`config.mk`:
```
export PLATFORM = sky130hd
export DESIGN_NAME = at_ipd_stream_demux_top
export DESIGN_NICKNAME = d
export VERILOG_FILES = /design/src/rtl/at_ipd_pkg.sv /design/src/rtl/at_ipd_stream_demux_top.sv /design/src/rtl/at_ipd_parser.sv /design/src/rtl/at_ipd_out_buf.sv
export SDC_FILE = /design/constraint.sdc
export NUM_CORES = 1
export LEC_CHECK = 0
export BUFFER_PORTS_ARGS = -buffer_cell sky130_fd_sc_hd__clkbuf_2
export CAP_MARGIN = 15
export CORE_AREA = 2 2 149 151
export CTS_BUF_LIST = sky130_fd_sc_hd__clkbuf_4 sky130_fd_sc_hd__clkbuf_8
export DETAILED_ROUTE_END_ITERATION = 16
export DIE_AREA = 0 0 151 153
export PLACE_DENSITY = 0.83
export SLEW_MARGIN = 20
export SYNTH_ARGS = -nofsm -noshare
export SYNTH_HDL_FRONTEND = slang
export SYNTH_HIERARCHICAL = 1
export SYNTH_SLANG_ARGS = --single-unit
```
`constraint.sdc`:
```
create_clock -name clk -period 3.2 [get_ports clk]
set_input_delay 0.16 -clock clk [delete_from_list [all_inputs] [get_ports clk]]
set_output_delay 0.16 -clock clk [all_outputs]
set_load 0.02 [all_outputs]
```
`src/rtl/at_ipd_pkg.sv`:
```
// Shared types and constants for the IPD stream demultiplexer.
package at_ipd_pkg;

	// Link numbers below this value carry payload and closed notices
	localparam int unsigned LINKS       = 5;
	// Largest payload length accepted from a header
	localparam int unsigned MAX_PAYLOAD = 2048;

	localparam int unsigned LINK_W = 4;
	localparam int unsigned LEN_W  = 12;
	localparam int unsigned HIST_W = 64;

	// Register indexes on the configuration channel
	localparam logic CFG_EXPECT_PATTERN = 1'b0;
	localparam logic CFG_EXPECT_LEN     = 1'b1;

	// Request kinds
	localparam logic OP_BYTE = 1'b0;
	localparam logic OP_ARM  = 1'b1;

	// Response event codes
	localparam logic [1:0] RESP_NONE   = 2'd0;
	localparam logic [1:0] RESP_EXPECT = 2'd1;
	localparam logic [1:0] RESP_ERROR  = 2'd2;

	// Text tags, first character in the top byte (oldest)
	localparam logic [39:0] TAG_IPD    = "+IPD,";
	localparam logic [39:0] TAG_ERROR  = "ERROR";
	localparam logic [31:0] TAG_FAIL   = "FAIL";
	localparam logic [47:0] TAG_CLOSED = "CLOSED";
	localparam logic [7:0]  CH_COMMA   = ",";
	localparam logic [7:0]  CH_COLON   = ":";
	localparam logic [7:0]  CH_ZERO    = "0";
	localparam logic [7:0]  CH_NINE    = "9";

	// Header parser modes
	typedef enum logic [2:0] {
		MODE_IDLE  = 3'd0,
		MODE_LINK0 = 3'd1,
		MODE_LINK  = 3'd2,
		MODE_LEN0  = 3'd3,
		MODE_LEN   = 3'd4,
		MODE_DATA  = 3'd5
	} mode_t;

	// One result item
	typedef struct packed {
		logic              data_valid;
		logic [7:0]        data_byte;
		logic [LINK_W-1:0] data_link;
		logic              data_last;
		logic [1:0]        resp_event;
		logic              closed_valid;
		logic [LINK_W-1:0] closed_link;
	} result_t;

endpackage

```
`src/rtl/at_ipd_stream_demux_top.sv`:
```
// Top level of the IPD stream demultiplexer: ports, parser and output buffer.
// The output buffer registers each result before it appears on the m side.
// Throughput: one request per cycle while s_tready is high; one parser pass per byte.
// A two-entry output buffer keeps s_tready high while one result waits on the m side.
// Reset (arst_n low, asynchronous): parser idle, history, arm flag and
// configuration registers cleared, output buffer empty.
module at_ipd_stream_demux_top #(
	parameter int unsigned PATTERN_BYTES = 8
) (
	input  logic        clk,
	input  logic        arst_n,
	// Request channel
	input  logic        s_tvalid,
	output logic        s_tready,
	input  logic [7:0]  s_tdata,   // [7:0] rx_byte
	input  logic        s_tuser,   // [0] operation
	// Result channel
	output logic        m_tvalid,
	input  logic        m_tready,
	output logic [15:0] m_tdata,   // [7:0] data_byte, [11:8] data_link, [15:12] closed_link
	output logic [3:0]  m_tuser,   // [0] data_valid, [2:1] resp_event, [3] closed_valid
	output logic        m_tlast,   // data_last
	// Configuration write channel
	input  logic        cfg_valid,
	output logic        cfg_ready,
	input  logic        cfg_index,
	input  logic [63:0] cfg_data
);

	logic                push;
	logic                buf_ready;
	at_ipd_pkg::result_t result;
	at_ipd_pkg::result_t out_res;

	assign s_tready  = buf_ready;
	assign push      = s_tvalid && buf_ready;
	assign cfg_ready = 1'b1;

	at_ipd_parser #(
		.PATTERN_BYTES (PATTERN_BYTES)
	) u_parser (
		.clk       (clk),
		.arst_n    (arst_n),
		.cfg_we    (cfg_valid),
		.cfg_index (cfg_index),
		.cfg_data  (cfg_data),
		.push      (push),
		.operation (s_tuser),
		.rx_byte   (s_tdata),
		.result    (result)
	);

	at_ipd_out_buf u_out_buf (
		.clk        (clk),
		.arst_n     (arst_n),
		.push       (push),
		.push_data  (result),
		.push_ready (buf_ready),
		.pop_valid  (m_tvalid),
		.pop_ready  (m_tready),
		.pop_data   (out_res)
	);

	// Pack result fields onto the stream
	assign m_tdata = {out_res.closed_link, out_res.data_link, out_res.data_byte};
	assign m_tuser = {out_res.closed_valid, out_res.resp_event, out_res.data_valid};
	assign m_tlast = out_res.data_last;

endmodule

```
`src/rtl/at_ipd_parser.sv`:
```
// Header parser, payload counter, reply matcher and configuration registers.
module at_ipd_parser #(
	parameter int unsigned PATTERN_BYTES = 8
) (
	input  logic                  clk,
	input  logic                  arst_n,
	input  logic                  cfg_we,
	input  logic                  cfg_index,
	input  logic [63:0]           cfg_data,
	input  logic                  push,
	input  logic                  operation,
	input  logic [7:0]            rx_byte,
	output at_ipd_pkg::result_t   result
);

	localparam int unsigned PAT_W = 8 * PATTERN_BYTES;

	// Configuration
	logic [PAT_W-1:0] expect_pattern_q;
	logic [3:0]       expect_len_q;

	// Parser state
	at_ipd_pkg::mode_t                  mode_q, mode_n;
	logic [at_ipd_pkg::LINK_W-1:0]      link_q, link_n;
	logic [at_ipd_pkg::LEN_W-1:0]       len_q, len_n;
	logic [at_ipd_pkg::LEN_W-1:0]       left_q, left_n;
	logic [at_ipd_pkg::HIST_W-1:0]      hist_q, hist_n;
	logic                               armed_q, armed_n;

	logic                               in_payload;
	logic                               digit;
	logic [3:0]                         dval;
	logic [7:0]                         link_mul;
	logic [15:0]                        len_mul;
	logic [at_ipd_pkg::HIST_W-1:0]      hist_sh;
	logic [3:0]                         n_eff;
	logic                               pat_match;
	logic [7:0]                         close_ch;

	assign in_payload = (mode_q == at_ipd_pkg::MODE_DATA) && (left_q != '0);
	assign hist_sh    = {hist_q[at_ipd_pkg::HIST_W-9:0], rx_byte};
	assign digit      = (rx_byte >= at_ipd_pkg::CH_ZERO) && (rx_byte <= at_ipd_pkg::CH_NINE);
	assign dval       = digit ? 4'(rx_byte - at_ipd_pkg::CH_ZERO) : 4'd0;
	// times ten plus digit
	assign link_mul   = ({4'd0, link_q} << 3) + ({4'd0, link_q} << 1) + {4'd0, dval};
	assign len_mul    = ({4'd0, len_q} << 3) + ({4'd0, len_q} << 1) + {12'd0, dval};
	assign close_ch   = hist_sh[63:56];

	// Clamp the pattern length
	assign n_eff = (expect_len_q > 4'(PATTERN_BYTES)) ? 4'(PATTERN_BYTES) : expect_len_q;

	// Per-byte compare of the newest bytes against the expected reply
	always_comb begin
		pat_match = 1'b1;
		for (int i = 0; i < PATTERN_BYTES; i++) begin
			if ((4'(i) < n_eff) && (hist_sh[8*i +: 8] != expect_pattern_q[8*i +: 8]))
				pat_match = 1'b0;
		end
	end

	// Next state of the header parser
	always_comb begin
		mode_n = mode_q;
		link_n = link_q;
		len_n  = len_q;
		left_n = left_q;
		if (operation == at_ipd_pkg::OP_ARM) begin
			mode_n = mode_q;
		end else if (in_payload) begin
			left_n = left_q - 1'b1;
			if (left_n == '0)
				mode_n = at_ipd_pkg::MODE_IDLE;
		end else begin
			unique case (mode_q)
				at_ipd_pkg::MODE_LINK0: begin
					if (digit) begin
						link_n = dval;
						mode_n = at_ipd_pkg::MODE_LINK;
					end else
						mode_n = at_ipd_pkg::MODE_IDLE;
				end
				at_ipd_pkg::MODE_LINK: begin
					if (digit)
						link_n = (link_mul > 8'd15) ? 4'd15 : link_mul[3:0];
					else if (rx_byte == at_ipd_pkg::CH_COMMA) begin
						len_n  = '0;
						mode_n = at_ipd_pkg::MODE_LEN0;
					end else
						mode_n = at_ipd_pkg::MODE_IDLE;
				end
				at_ipd_pkg::MODE_LEN0: begin
					if (digit) begin
						len_n  = 12'(dval);
						mode_n = at_ipd_pkg::MODE_LEN;
					end else
						mode_n = at_ipd_pkg::MODE_IDLE;
				end
				at_ipd_pkg::MODE_LEN: begin
					if (digit)
						len_n = (len_mul > 16'd4095) ? 12'd4095 : len_mul[11:0];
					else if (rx_byte == at_ipd_pkg::CH_COLON && len_q != '0 &&
					         len_q <= 12'(at_ipd_pkg::MAX_PAYLOAD)) begin
						left_n = len_q;
						mode_n = at_ipd_pkg::MODE_DATA;
					end else
						mode_n = at_ipd_pkg::MODE_IDLE;
				end
				default: mode_n = at_ipd_pkg::MODE_IDLE;
			endcase
			// A fresh header tag starts a new header
			if (mode_n == at_ipd_pkg::MODE_IDLE && hist_sh[39:0] == at_ipd_pkg::TAG_IPD) begin
				link_n = '0;
				len_n  = '0;
				mode_n = at_ipd_pkg::MODE_LINK0;
			end
		end
	end

	// Result, history and arm flag
	always_comb begin
		result  = '0;
		hist_n  = hist_q;
		armed_n = armed_q;
		if (operation == at_ipd_pkg::OP_ARM) begin
			armed_n = 1'b1;
		end else if (in_payload) begin
			if (link_q < 4'(at_ipd_pkg::LINKS)) begin
				result.data_valid = 1'b1;
				result.data_byte  = rx_byte;
				result.data_link  = link_q;
				result.data_last  = (left_q == 12'd1);
			end
		end else begin
			hist_n = hist_sh;
			priority if (armed_q && n_eff != 4'd0 && pat_match) begin
				result.resp_event = at_ipd_pkg::RESP_EXPECT;
				armed_n = 1'b0;
				hist_n  = '0;
			end else if (hist_sh[39:0] == at_ipd_pkg::TAG_ERROR ||
			             hist_sh[31:0] == at_ipd_pkg::TAG_FAIL) begin
				result.resp_event = at_ipd_pkg::RESP_ERROR;
				armed_n = 1'b0;
				hist_n  = '0;
			end else if (hist_sh[47:0] == at_ipd_pkg::TAG_CLOSED &&
			             hist_sh[55:48] == at_ipd_pkg::CH_COMMA) begin
				if (close_ch >= at_ipd_pkg::CH_ZERO && close_ch <= at_ipd_pkg::CH_NINE &&
				    8'(close_ch - at_ipd_pkg::CH_ZERO) < 8'(at_ipd_pkg::LINKS)) begin
					result.closed_valid = 1'b1;
					result.closed_link  = 4'(close_ch - at_ipd_pkg::CH_ZERO);
				end
			end else begin
				result.resp_event = at_ipd_pkg::RESP_NONE;
			end
		end
	end

	// Configuration registers
	always_ff @(posedge clk or negedge arst_n) begin
		if (!arst_n) begin
			expect_pattern_q <= '0;
			expect_len_q     <= '0;
		end else if (cfg_we) begin
			if (cfg_index == at_ipd_pkg::CFG_EXPECT_PATTERN)
				expect_pattern_q <= cfg_data[PAT_W-1:0];
			else
				expect_len_q <= cfg_data[3:0];
		end
	end

	// Parser state registers
	always_ff @(posedge clk or negedge arst_n) begin
		if (!arst_n) begin
			mode_q  <= at_ipd_pkg::MODE_IDLE;
			link_q  <= '0;
			len_q   <= '0;
			left_q  <= '0;
			hist_q  <= '0;
			armed_q <= 1'b0;
		end else if (push) begin
			mode_q  <= mode_n;
			link_q  <= link_n;
			len_q   <= len_n;
			left_q  <= left_n;
			hist_q  <= hist_n;
			armed_q <= armed_n;
		end
	end

`ifndef NO_ASSERTIONS
	// Payload mode always has bytes still to come
	a_data_left: assert property (@(posedge clk) disable iff (!arst_n)
		mode_q == at_ipd_pkg::MODE_DATA |-> left_q != '0)
		else $error("payload mode with zero bytes left");

	// A payload byte never carries a text event
	a_payload_quiet: assert property (@(posedge clk) disable iff (!arst_n)
		result.data_valid |-> (!result.closed_valid && result.resp_event == at_ipd_pkg::RESP_NONE))
		else $error("payload byte with text event");

	// Arming request sets the arm flag
	a_arm: assert property (@(posedge clk) disable iff (!arst_n)
		push && operation == at_ipd_pkg::OP_ARM |=> armed_q)
		else $error("arm request lost");

	// A reply event clears the history
	a_hist_clear: assert property (@(posedge clk) disable iff (!arst_n)
		push && result.resp_event != at_ipd_pkg::RESP_NONE |=> hist_q == '0)
		else $error("history not cleared after reply event");
`endif

endmodule

```
`src/rtl/at_ipd_out_buf.sv`:
```
// Two-entry output buffer decoupling result delivery from request intake.
module at_ipd_out_buf (
	input  logic                clk,
	input  logic                arst_n,
	input  logic                push,
	input  at_ipd_pkg::result_t push_data,
	output logic                push_ready,
	output logic                pop_valid,
	input  logic                pop_ready,
	output at_ipd_pkg::result_t pop_data
);

	logic                main_valid_q, skid_valid_q;
	at_ipd_pkg::result_t main_q, skid_q;
	logic                pop;

	assign push_ready = !skid_valid_q;
	assign pop_valid  = main_valid_q;
	assign pop_data   = main_q;
	assign pop        = main_valid_q && pop_ready;

	// Valid flags
	always_ff @(posedge clk or negedge arst_n) begin
		if (!arst_n) begin
			main_valid_q <= 1'b0;
			skid_valid_q <= 1'b0;
		end else if (pop) begin
			if (skid_valid_q)
				skid_valid_q <= 1'b0;
			else
				main_valid_q <= push;
		end else if (push) begin
			if (!main_valid_q)
				main_valid_q <= 1'b1;
			else
				skid_valid_q <= 1'b1;
		end
	end

	// Payload registers
	always_ff @(posedge clk) begin
		if (pop) begin
			if (skid_valid_q)
				main_q <= skid_q;
			else if (push)
				main_q <= push_data;
		end else if (push) begin
			if (!main_valid_q)
				main_q <= push_data;
			else
				skid_q <= push_data;
		end
	end

`ifndef NO_ASSERTIONS
	// Skid entry only holds data behind a full main entry
	a_skid_order: assert property (@(posedge clk) disable iff (!arst_n)
		skid_valid_q |-> main_valid_q)
		else $error("skid entry without main entry");

	// No request taken while both entries are full
	a_no_overflow: assert property (@(posedge clk) disable iff (!arst_n)
		skid_valid_q |-> !push)
		else $error("push into full buffer");

	// A held result with no pop stays in the main entry
	a_hold: assert property (@(posedge clk) disable iff (!arst_n)
		main_valid_q && !pop_ready |=> main_valid_q)
		else $error("result lost while stalled");
`endif

endmodule

```
==> results of run 1 <==
[registers in the layout, indices dropped and copies added, names as in the netlist]
register,cells
u_parser/expect_pattern_q,64
u_parser/link_q,4
u_out_buf/pop_data,21
u_parser/armed_q,1
u_out_buf/skid_valid_q,1
u_out_buf/skid_q,21
u_parser/len_q,12
u_out_buf/pop_valid,1
u_parser/expect_len_q,4
u_parser/hist_q,56
u_parser/left_q,12
u_parser/mode_q,3
[what timing repair did]
action / CTS / global route
endpoints found under the hold margin: 141 / 0
hold buffers: 66 / 0
setup endpoints to repair: 0 / 2
resized for setup: 0 / 2
[metrics by stage]
stage	TNS, ns	hold slack (ns)
after global routing	0	0.04862
after CTS	0	0.02773
after floorplan	-0.4163	-0.1356
final	0	0.04506
after global placement	-2.256	0.2278
after detailed placement	-3.252	0.2334
[cell families after synthesis]
group,after synthesis,synth area share
simple gates,328,0.1619
xor+xnor,77,0.06360
compound gates,177,0.09853
other cells,2,0.0007082
buf+inv,68,0.02844
mux,97,0.1097
flops,200,0.4918
fa+ha+maj,36,0.04531
[worst paths after layout]
path | depth (start not counted) | start | end | slack [ns]
setup / recovery | 8 | u_parser/link_q[0] | u_parser/link_q[3] | 0.17
hold / removal | 3 | s_tuser | u_parser/armed_q | 0.05
setup reg to reg | 8 | u_parser/link_q[0] | u_parser/link_q[3] | 0.17
hold reg to reg | 1 | u_parser/expect_pattern_q[11] | u_parser/expect_pattern_q[11] | 0.54
max in group asynchronous | 3 | arst_n | u_parser/hist_q[46] | 1.97
min in group asynchronous | 2 | arst_n | u_parser/len_q[11] | 0.26
[layout by cell type (no fill, tap or decap), drive strengths merged, types with 7 or more instances in the layout]
master         n
nor3          21
nor2          37
a21oi         30
xor2          61
buf           43
clkbuf       117
o21ai         95
mux2          94
and2          15
nor4          30
ha            32
nand2b         8
nand4         10
edfxtp        42
nor3b          9
o22ai          7
nand2        100
xnor2         16
nor2b          7
inv           24
dlygate4sd3   66
nand3         54
dfrtp        158
a22oi         10
[routing by layer]
layer / up-vias / GRT usage / part of all wire / wire (µm)
met5: - / 0 / 0 / 0
met4: 0 / 0.09524 / 0.034 / 895
met3: 69 / 0.04328 / 0.075 / 1972
met2: 402 / 0.3660 / 0.47 / 12420
met1: 4156 / 0.3176 / 0.42 / 11110
li1: 3913 / - / - / -
[power groups by stage]
stage / Clock, mW / Combinational (mW) / Sequential, mW
finish: 1.71 / 1.74 / 3.76
detailed placement: 0 / 1.63 / 3.79
floorplan: 0 / 1.01 / 3.74
global placement: 0 / 1.56 / 3.76
global route: 1.82 / 1.92 / 3.83
CTS: 1.72 / 1.71 / 3.73
[tightest hold or removal path, delay by kind of cell]
family	cells	cell delay (ns)
AOI/OAI and AO/OA	2	0.19
buffers and inverters	1	0.13
[final cells by class]
type / count / area [µm²] / area share
clock buffer: 17 / 234.0 / 0.01837
clock inverter: 15 / 182.7 / 0.01434
inverter: 17 / 63.81 / 0.005011
sequential: 200 / 5215 / 0.4095
tap: 280 / 350.3 / 0.02751
timing repair buffer: 209 / 1504 / 0.1181
multi-input combinational: 718 / 5185 / 0.4072
==> out/results.txt, run 1 <==
Fmax = 330.3 MHz
Peak VDD IR = 0.2719 mV
WL/cell = 18.13 µm
Synth Flop Type = dfrtp_1
Seq pwr share = 0.521
worst clock skew = 0.03451 ns
Hold Path Class = primary input to flip-flop
outcome = finished, final reports clean
post-route cell area = 12730 µm²
via count = 8540
Max-Cap Viols = 0
RSZ-0062 raised after global routing = no
Layout area overhead = 20.09%
Arrival @ worst endpoint = 3.40 ns
post-CTS setup buffer count = 0
Max Fanout on Critical Path = 5
post-synth top area share = 0.3729
total track usage = 0.2325
Ys Warns = 6
gpl congestion = 0.9033
total CTS buffers = 17
Worst-Skew Late Latency = 0.50 ns
fin nets = 1278
Worst-path clk slew = 0.10 ns
vias in the first global route = 8256
CP Cell Sequence = fa_1 > inv_1 > fa_1 > a2111oi_0 > a21oi_1 > nor2_1 > a31oi_1 > mux2_2
largest net degree at the start of global routing = 75
synth cell count leaders = dfrtp_1, nand2_1, o21ai_0
Seq/Total Area, Yosys = 0.4918
DP Cell Count = 1358
port buffer count = 101
total grt overflow = 0
Root Driver = clkbuf_8
worst slack, placed = -0.2720 ns
Leak = 5.677 nW
Syn Inst Count = 985
CP most frequent cell = fa_1
top post-synthesis cells by area = dfrtp_1, edfxtp_1, mux2_2
setup ws final = 0.1726 ns
H-tree depth = 4
CTS tree = yes
Synth area leader = dfrtp_1
crit path kind = flip-flop to flip-flop
vias per cell = 5.865
maximum clock path buffer count = 2
Buf+Inv Stages, Crit Path = 1
die height = 153 µm
Core ar. = 21490 µm²
Worst Setup End Kind = flip-flop
final WL = 26.40 mm
Final Non-Filler Cells = 1456
crit-path max cell delay = 0.59 ns
ys async rst share = 0.7900
P per Cell Area = 566.7 nW/µm²
io pins = 103
initial antenna violation count = 0
CP Launch Type = flip-flop
Final period util = 0.9461
Synth Area per Inst = 10.77 µm²
Pwr Total = 7.217 mW
DR pass1 iterations = 5
wire length of the first global-routing pass = 42.47 mm
max_slew headroom = 0.3841
Yosys cell types = 67
Initial Util = 0.4935
Die ar. = 23100 µm²
minimum clock period = 3.027 ns
hpwl dp = 18.26 mm
dominant cell by count in the synthesized netlist = dfrtp_1
FILL cells = 1685
cell-internal power = 4.702 mW
Die X-Extent = 151 µm
Core Util, Final = 0.5927
DRT iter0 DRCs = 905
Antenna Cells = 0
Placed Area = 11650 µm²
clock network power share = 0.237
final hold violation count = 0
fraction of layout cells with a size suffix above 1 = 0.2543
number of synthesized flops with an enable pin = 42
Syn Std Cell Area = 10600 µm²
Crit-path slowest cell = fa_1
Crit path required time = 3.57 ns
Net Sw Frac = 0.3485
Top delay family on crit path = adder cells
Clock Sinks = 200
final setup vio count = 0
#FFs+latches synth = 200
switching power = 2.515 mW
Remaining DRCs = 0
combinational power share = 0.242
max-slew violations = 0
slew of the pin with the lowest slew margin = 0.9239 ns
Final ANT Viol Nets = 0
row count = 54
Note: power is estimated with default switching activity, not from simulation.
==> run 2, diff against run 1 <==
CORE_AREA = 2 2 205 207   (was 2 2 149 151)
DIE_AREA = 0 0 207 209   (was 0 0 151 153)
PLACE_DENSITY = 0.55   (was 0.83)
==> run 2 against run 1 <==
Against the previous run:
- fmax shrank 0.69%
- combinational power about the same
- die area increased by 87%
- via count fell by 5.6%
- clock skew is 0.019 ns lower
- critical path type unchanged
==> out/results.txt, run 2 (synthesized netlist as in run 1, its figures left out) <==
outcome = finished, final reports clean
max_slew headroom = 0.4486 (+0.06454)
minimum clock period = 3.048 ns (+0.02109 ns)
worst reg-to-reg path cell count = 10 (+2)
Max-Cap Viols = 0 (unchanged)
Worst-path clk slew = 0.10 ns (about the same)
CP Launch Type = flip-flop
initial antenna violation count = 0 (unchanged)
Final period util = 0.9527 (+0.006590)
Worst Hold Depth = 2 (-1)
worst clock skew = 0.01539 ns (-0.01912 ns)
worst slack, placed = -0.3990 ns (-0.1270 ns)
R2R setup slack = 0.15 ns (-0.02 ns)
hpwl dp = 20.33 mm (+11%)
Reg2Reg Capture Point = u_parser/len_q[0]
hold_sp = s_tdata[3]
Pwr Total = 7.135 mW (-1.1%)
Clock Sinks = 200 (unchanged)
largest net degree at the start of global routing = 85 (+13%)
final WL = 27.82 mm (+5.4%)
Initial Util = 0.2568 (-0.2367)
fraction of layout cells with a size suffix above 1 = 0.2578 (+0.003567)
row count = 75 (+39%)
Max Fanout on Critical Path = 6 (+1)
setup ws final = 0.1515 ns (-0.02109 ns)
vias in the first global route = 8073 (-2.2%)
final hold violation count = 0 (unchanged)
fin nets = 1285 (+0.55%)
H-tree depth = 4 (unchanged)
Root Driver = clkbuf_8
port buffer count = 101 (unchanged)
Layout area overhead = 23.59%
DRT iter0 DRCs = 510 (-44%)
Multi-input gate area = 5185 µm² (unchanged)
Worst-Skew Late Latency = 0.47 ns (-0.03 ns)
total track usage = 0.1304 (-0.1021)
P per Cell Area = 544.4 nW/µm² (-3.9%)
Remaining DRCs = 0 (unchanged)
FILL cells = 4282 (+150%)
RSZ-0062 raised after global routing = yes
total grt overflow = 0 (unchanged)
DR pass1 iterations = 5 (unchanged)
total CTS buffers = 17 (unchanged)
io pins = 103 (unchanged)
maximum clock path buffer count = 2 (unchanged)
crit path kind = flip-flop to flip-flop
Antenna Cells = 0 (unchanged)
max reg flops = 64 (unchanged)
max-slew violations = 0 (unchanged)
WL/cell = 16.16 µm (-11%)
Worst Hold Path EP = u_out_buf/skid_q[15]
Worst Setup End Kind = flip-flop
CTS tree = yes
RR Startpoint = u_parser/len_q[0]
biggest regs = u_parser/expect_pattern_q: 64 flops, u_parser/hist_q: 56 flops
Hold Path Class = primary input to flip-flop
die height = 209 µm (+37%)
Die ar. = 43260 µm² (+87%)
wire length of the first global-routing pass = 45.55 mm (+7.2%)
most common cell after layout, fill and taps aside = dfrtp_1
register area = 5216 µm² (about the same)
Final ANT Viol Nets = 0 (unchanged)
Biggest register = u_parser/expect_pattern_q
via count = 8060 (-5.6%)
slew of the pin with the lowest slew margin = 0.8271 ns (-0.09681 ns)
Core Util, Final = 0.3174 (-0.2753)
Crit path required time = 3.55 ns (-0.02 ns)
vias per cell = 4.681 (-20%)
gpl congestion = 0.7918 (-12%)
highest-count cells in the layout ignoring fill and taps = dfrtp_1, clkbuf_2, nand2_1
Core ar. = 41290 µm² (+92%)
Arrival @ worst endpoint = 3.40 ns (about the same)
final setup vio count = 0 (unchanged)
Die X-Extent = 207 µm (+37%)
Peak VDD IR = 0.3426 mV (+26%)
Fmax = 328.0 MHz (-0.69%)
Leak = 5.713 nW (+0.63%)
## run 2: cell types whose count changed in the layout (fill, tap and decap cells not counted), sizes merged
cell	change
inv	-2
buf	+7
dlygate4sd3	+1
clkbuf	+1
## run 2: how the worst max path moves through the flow
stage                                 start           endpoint  slack (ns)  cells past startpoint
after floorplan                  s_tdata[6]  u_parser/len_q[1]       -0.04                     14
after global placement           s_tdata[7]  u_parser/len_q[1]       -0.37                     15
after detailed placement         s_tdata[7]  u_parser/len_q[3]       -0.40                     15
after CTS                        s_tdata[7]  u_parser/len_q[9]        0.11                     15
after global routing             s_tdata[6]  u_parser/len_q[7]      -0.008                     15
final                     u_parser/len_q[0]  u_parser/len_q[0]        0.15                     10
## run 2: what timing repair did
item                       CTS  global route
hold endpoints to repair   151             1
hold buffers                66             1
buffers inserted             0             2
gates resized for setup      0             9
setup endpoints to repair    0            12
## run 2: critical path: stages (launching register included)
cell	delay [ns]
dfrtp_2	0.47
fa_1	0.53
fa_2	0.37
a211oi_2	0.24
o21ai_1	0.13
a31oi_2	0.18
o21a_1	0.20
o2111ai_2	0.14
a2111oi_4	0.38
buf_4	0.22
o21ai_1	0.06
## run 2: layout make-up
type / count / area share
clock buffer: 19 / 0.01948
clock inverter: 13 / 0.01108
inverter: 17 / 0.004869
multi-input combinational: 718 / 0.3956
sequential: 200 / 0.3980
tap: 539 / 0.05146
timing repair buffer: 216 / 0.1194
## run 2: metrics by stage
stage / cell area [µm²] / hold WS (ns) / cells / TNS (ns)
after floorplan: 10680 / -0.1356 / 986 / -0.4163
after global placement: 11990 / 0.2929 / 1620 / -4.399
after detailed placement: 11990 / 0.2828 / 1620 / -4.714
after CTS: 13060 / 0.04635 / 1718 / 0
after global routing: 13110 / 0.07446 / 1722 / -0.02991
final: 13110 / 0.09227 / 1722 / 0
## run 2: report_power, final
group	switching (mW)	leakage [nW]	internal, mW
Clock	0.938	0.209	0.736
Combinational	0.906	3.11	0.807
Sequential	0.574	2.39	3.17
## run 2: per-layer routing
layer  global-route usage  up-vias  wire length (µm)
met5                    0        -                 0
met4              0.03374        0               325
met3              0.01879       17               973
met2               0.2069      187             12770
met1               0.1862     3925             13750
li1                     -     3931                 -
